==> src/sv/lctb_pkg.sv <==
// ---------------------------------------------------------------------------
// lctb_pkg: shared types and constants of the line-capped text buffer
// Command codes, status codes, request and result structs.
// ---------------------------------------------------------------------------
package lctb_pkg;

    localparam int unsigned STORE_DEPTH_DEF = 4096;
    localparam int unsigned MAX_LINES_DEF   = 256;
    localparam int unsigned TAB_STOP_DEF    = 8;

    localparam int CHAR_W = 21;
    localparam int LNUM_W = 9;
    localparam int COL_W  = 16;

    localparam logic [1:0] CMD_PUSH    = 2'd0;
    localparam logic [1:0] CMD_GET     = 2'd1;
    localparam logic [1:0] CMD_CLEAR   = 2'd2;
    localparam logic [1:0] CMD_UNKNOWN = 2'd3;

    localparam logic [1:0] ST_DONE     = 2'd0;
    localparam logic [1:0] ST_BELL     = 2'd1;
    localparam logic [1:0] ST_FULL     = 2'd2;
    localparam logic [1:0] ST_NOTFOUND = 2'd3;

    localparam logic [CHAR_W-1:0] CH_BELL    = 21'd7;
    localparam logic [CHAR_W-1:0] CH_TAB     = 21'd9;
    localparam logic [CHAR_W-1:0] CH_NEWLINE = 21'd10;

    typedef struct packed {
        logic [1:0]        command;
        logic [CHAR_W-1:0] character;
        logic [LNUM_W-1:0] line_number;
        logic [COL_W-1:0]  column;
    } req_t;

    typedef struct packed {
        logic [CHAR_W-1:0] found_char;
        logic [1:0]        status;
        logic [LNUM_W-1:0] lines_held;
    } rsp_t;

endpackage

==> src/sv/lctb_front.sv <==
// ---------------------------------------------------------------------------
// lctb_front: request intake
// Accept requests into a two-entry queue that decouples the engine.
// ---------------------------------------------------------------------------
module lctb_front (
    input  logic            aclk,
    input  logic            aresetn,
    input  logic            s_valid,
    output logic            s_ready,
    input  lctb_pkg::req_t  s_data,
    output logic            q_valid,
    input  logic            q_ready,
    output lctb_pkg::req_t  q_data
);
    import lctb_pkg::*;

    req_t       mem_reg [2];
    logic       wptr_reg, rptr_reg;
    logic [1:0] cnt_reg;
    logic       push, pop;

    assign s_ready = (cnt_reg != 2'd2);
    assign q_valid = (cnt_reg != 2'd0);
    assign q_data  = mem_reg[rptr_reg];
    assign push    = s_valid && s_ready;
    assign pop     = q_valid && q_ready;

    always_ff @(posedge aclk) begin
        if (push) begin
            mem_reg[wptr_reg] <= s_data;
        end
        if (!aresetn) begin
            wptr_reg <= 1'b0;
            rptr_reg <= 1'b0;
            cnt_reg  <= 2'd0;
        end else begin
            if (push) wptr_reg <= ~wptr_reg;
            if (pop)  rptr_reg <= ~rptr_reg;
            cnt_reg <= cnt_reg + {1'b0, push} - {1'b0, pop};
        end
    end

`ifndef SYNTHESIS
    a_no_over: assert property (@(posedge aclk) disable iff (!aresetn)
        cnt_reg == 2'd2 |-> !s_ready) else $error("queue overflow");
    a_cnt_ok: assert property (@(posedge aclk) disable iff (!aresetn)
        cnt_reg != 2'd3) else $error("bad queue count");
    a_pop_dec: assert property (@(posedge aclk) disable iff (!aresetn)
        pop && !push |=> cnt_reg == $past(cnt_reg) - 2'd1) else $error("pop lost");
`endif
endmodule

==> config.mk <==
export PLATFORM = sky130hd
export DESIGN_NAME = lctb_front
export DESIGN_NICKNAME = d
export VERILOG_FILES = /design/src/sv/lctb_pkg.sv /design/src/sv/lctb_front.sv
export SDC_FILE = /design/constraint.sdc
export NUM_CORES = 1
export LEC_CHECK = 0
export ABC_CLOCK_PERIOD_IN_PS = 8300
export BUFFER_PORTS_ARGS = -buffer_cell sky130_fd_sc_hd__buf_2
export CORE_ASPECT_RATIO = 0.75
export CORE_MARGIN = 5
export CORE_UTILIZATION = 56
export CTS_CLUSTER_DIAMETER = 60
export DETAILED_ROUTE_END_ITERATION = 8
export PLACE_DENSITY_LB_ADDON = 0.2
export SYNTH_ARGS = -nofsm -noshare
export SYNTH_HDL_FRONTEND = slang
export SYNTH_SLANG_ARGS = --single-unit
==> constraint.sdc <==
create_clock -name aclk -period 8.3 [get_ports aclk]
set_input_delay 0 -clock aclk [delete_from_list [all_inputs] [get_ports aclk]]
set_output_delay 0 -clock aclk [all_outputs]
set_load 0.1 [all_outputs]
== After elaboration in Yosys (flattened, before gate mapping) ==
Memory sizes are Yosys's and may differ from the RTL's. A register that Yosys moved wholly into a read port is not among the register bits.
Cells that the tools add are included.

* $add $sub $neg: 2
* Equality and inequality tests: 1
* Muxes and demuxes: 4
* Bitwise operators: 2
* Reductions and logical operators: 3

{| class="wikitable"
|+ Operators with widths
! cell !! count
|-
| 1-bit 2-to-1 mux || 4
|-
| 2-bit by 1-bit adder with 2-bit output || 1
|-
| 1-bit logical AND || 2
|-
| 2-bit inequality test (second input constant) || 1
|-
| 1-bit inverter || 2
|-
| 2-bit nonzero test || 1
|-
| 2-bit by 1-bit subtractor with 2-bit output || 1
|}

* Flip-flop bits (word level): 4
* Bits in writable memories: 96
* Output and inout port bits: 50
* Word-level logic and storage cells: 16
* Memories: 1

{| class="wikitable"
|+ Memories
! memory !! words !! width !! read ports !! clocked after memory_dff !! wr ports !! line !! text
|-
| mem_reg || 2 || 48 || 1 || 1 || 1 || lctb_front.sv:17 || <nowiki>req_t mem_reg [2];</nowiki>
|}

== Depth between registers and ports, before layout ==
* Depth after elaboration: 4
* Depth in mapped cells: 8
* Gate-level depth less buffers: 8

== Worst setup path before layout ==
Ideal clock, no wire load.

* Path kind: register to register
* From: register cnt_reg[0]
* To: memory mem_reg[0][0] (netlist name), enable pin
* Setup time: 0.454 ns
* Data arrival time: 3.463 ns
* Data required time: 7.846 ns
* Setup slack: 4.383 ns
* Cell stages (with the launch flop): 4
* Cell sequence: dfxtp_1 -> nand2b_1 -> nand2_1 -> nor2_1

* Word-level cells in the longest chain between the ends: 4

{| class="wikitable"
|+ Ends and longest elaborated chain
! element !! line !! text
|-
| start: declaration || lctb_front.sv:19 || <nowiki>logic [1:0] cnt_reg;</nowiki>
|-
| start signal: assignment || lctb_front.sv:39 || <nowiki>cnt_reg <= cnt_reg + {1'b0, push} - {1'b0, pop};</nowiki>
|-
| 2-bit inequality test || lctb_front.sv:22 || <nowiki>assign s_ready = (cnt_reg != 2'd2);</nowiki>
|-
| via s_ready || lctb_front.sv:9 || <nowiki>output logic s_ready,</nowiki>
|-
| 1-bit logical AND || lctb_front.sv:25 || <nowiki>assign push = s_valid && s_ready;</nowiki>
|-
| 1-bit 2-to-1 mux || lctb_front.sv:29 || <nowiki>if (push) begin</nowiki>
|-
| 1-bit 2-to-1 mux (not written as such) || lctb_front.sv:30 || <nowiki>mem_reg[wptr_reg] <= s_data;</nowiki>
|-
| end: declaration || lctb_front.sv:17 ||
|}

The timed path passes the listed nets, and every way through them passes these cells.

==> summary.txt <==
Place
  • PortBufs: 101
  • Post-place instance area: 0.00436 mm^2
  • RePlAce Congestion: 0.695
  • Placed wire-length estimate: 4.29 mm
  • Placed cell count: 352

Clocking
  • CTS Root Cell: clkbuf_8
  • CTS clock-pin slew for the worst setup and hold paths: 0.09 ns
  • TritonCTS buffer count: 9
  • H-Tree Depth: 3
  • Postcts setup bufs: 0
  • CTS tree: built
  • Clock sink total: 101
  • Worst skew pair latency: 0.36 ns
  • CTS Buffer Depth: 2

Hold path
  • Worst min path class: input pin to flip-flop

Die
  • Die area: 0.00850 mm^2
  • Initial Utilization: 0.586
  • Num rows: 25
  • Num ports: 102
  • Core area: 0.00644 mm^2
  • Die height: 81.1 um
  • DIE WIDTH: 105 um

Detailed routing
  • DR iter-0 viols: 83
  • Number of routed nets with antenna violations: 0
  • # DRC: 0
  • DR WL/cell: 17.2 um
  • Total number of vias: 2084
  • Detailed-route wire length: 7.17 mm
  • Vias per cell: 5.00
  • Drt pass-1 iters: 4

Setup path
  • Largest fanout on the critical path: 40
  • Critical path required time: 8.30 ns
  • Startpoint types: flip-flop
  • Crit path DAT: 2.15 ns
  • Worst Setup End Kind: output pin
  • Critical path start-end classification: flip-flop to output pin

Logic synthesis
  • Synth area leaders: edfxtp_1, mux2_2, mux2_4
  • Seq/Total Area, Yosys: 0.790
  • Post-synth top cells: edfxtp_1, mux2_2, mux2_4
  • Post-synth top area share: 0.763
  • Ys flop type: edfxtp_1
  • Synthesized area per cell: 21.8 um^2
  • Cells after Synth: 173
  • Post-synth top area cell: edfxtp_1
  • Syn_nets: 227
  • FF+latch count, synth: 101
  • Top-count cell post-synth: edfxtp_1
  • Ys async rst share: 0
  • Yosys warnings: 0
  • EDFF count, synth: 96
  • Netlist cell types: 18
  • Synthesized area: 0.00378 mm^2

Global route
  • Grt total ovfl: 0
  • GR Util All Layers: 0.176
  • Antenna violations before repair: 0
  • Largest net degree at the start of global routing: 49
  • Wire length of the first global-routing pass: 11.3 mm
  • Number of global-route vias before repair: 2266

Final layout
  • Post-Layout Cell Count: 417
  • Finished Cell Area: 0.00505 mm^2
  • Max FFs per register: 96
  • Share of cells above drive strength 1: 0.506
  • Nets@finish: 385
  • ANT cells: 0
  • P&R area growth vs syn: 33.8%

Timing
  • Worst-Margin Slew: 1.13 ns
  • Final Cycle Share: 0.259
  • Peak Freq: 0.465 GHz
  • Fin Setup TNS: 0 ns
  • Count of final hold-check violations: 0
  • Final Skew: 0.00798 ns
  • Min Tclk post-route: 2.15 ns
  • Max-slew violations: 0
  • RSZ-0062 raised after global routing: no
  • Max_slew headroom: 0.244
  • Setup-failing EPs final: 0

Outcome
  • Status: complete, no violations

Power
  • Leakage power: 1.96 nW
  • Tot Pwr: 0.00184 W
  • Peak VDD IR: 0.241 mV
  • Power Density: 365 mW/mm^2

Job
  • Total of max-cap violations: 0
-- final cells by class --
type,instances,area [um^2]
clock buffers,10,128
clock inverters,6,71.3
fillers,368,1390
inverters,1,3.75
multi-input cells,66,754
flip-flops and latches,101,2980
well taps,81,101
repair buffers,152,1010
-- layout by cell type, fill, tap and decap left out, types with 2 or more instances in the layout --
cell	Yosys	layout
clkinvlp_4	0	2
mux2_4	20	20
dfxtp_1	5	4
ha_1	2	2
nor2b_1	2	2
and2_1	2	2
clkbuf_8	0	9
edfxtp_1	96	96
nand2b_1	2	2
buf_4	0	2
mux2_2	28	28
buf_2	2	101
xnor2_1	3	3
dlygate4sd3_1	0	49
nand2_1	2	2
inv_6	0	2
-- per-layer routing --
metal  GRT usage  up-vias  routed length, um
li1            -      985                  -
met1       0.198     1003               2710
met2       0.312       82               3820
met3      0.0643       14                518
met4      0.0651        0                130
met5           0        -                  0
-- final timing paths --
check	from	endpoint	slack [ns]	depth (start not counted)
worst max-delay path	flip-flop	q_data[47]	6.15	3
worst min-delay path	s_valid	wptr_reg	0.04	3
worst max register to register	cnt_reg[0]	mem_reg[0][4]	6.29	4
worst min register to register	wptr_reg	wptr_reg	0.54	2
-- timing repair --
| item | CTS | global route |
|---|---|---|
| hold buffers | 49 | 0 |
| endpoints found under the hold margin | 101 | 0 |
| resized for setup | 0 | 0 |
-- metrics by stage --
step / hold WS (ns) / utilization / worst slack [ns]
finish: 0.0384 / 0.784 / 6.15
global route: 0.0301 / 0.784 / 6.03
CTS: 0.0175 / 0.784 / 6.14
detailed placement: 0.191 / 0.677 / 6.28
global placement: 0.188 / 0.677 / 6.30
floorplan: 0.0989 / - / 4.38
-- where the power goes --
group          internal (W)  switching (W)
registers          0.000641      0.0000239
logic              0.000185       0.000692
clock network      0.000142       0.000160
total              0.000968       0.000876
-- logic make-up (layout without fill, tap and decap cells) --
logic type	count (synthesis)	count (layout)	synth area share
compound gates	1	1	0.00199
xor+xnor	3	3	0.00696
fa+ha+maj	2	2	0.00663
buf+inv	6	169	0.0126
flops	101	101	0.790
mux	49	49	0.166
simple gates	11	11	0.0162
-- worst max-delay path, cell delays in order (launching register included) --
cell and delay (ns):
dfxtp_2 0.47, buf_4 0.56, mux2_2 0.42, buf_2 0.30
Power figures use the tool's default switching activity.
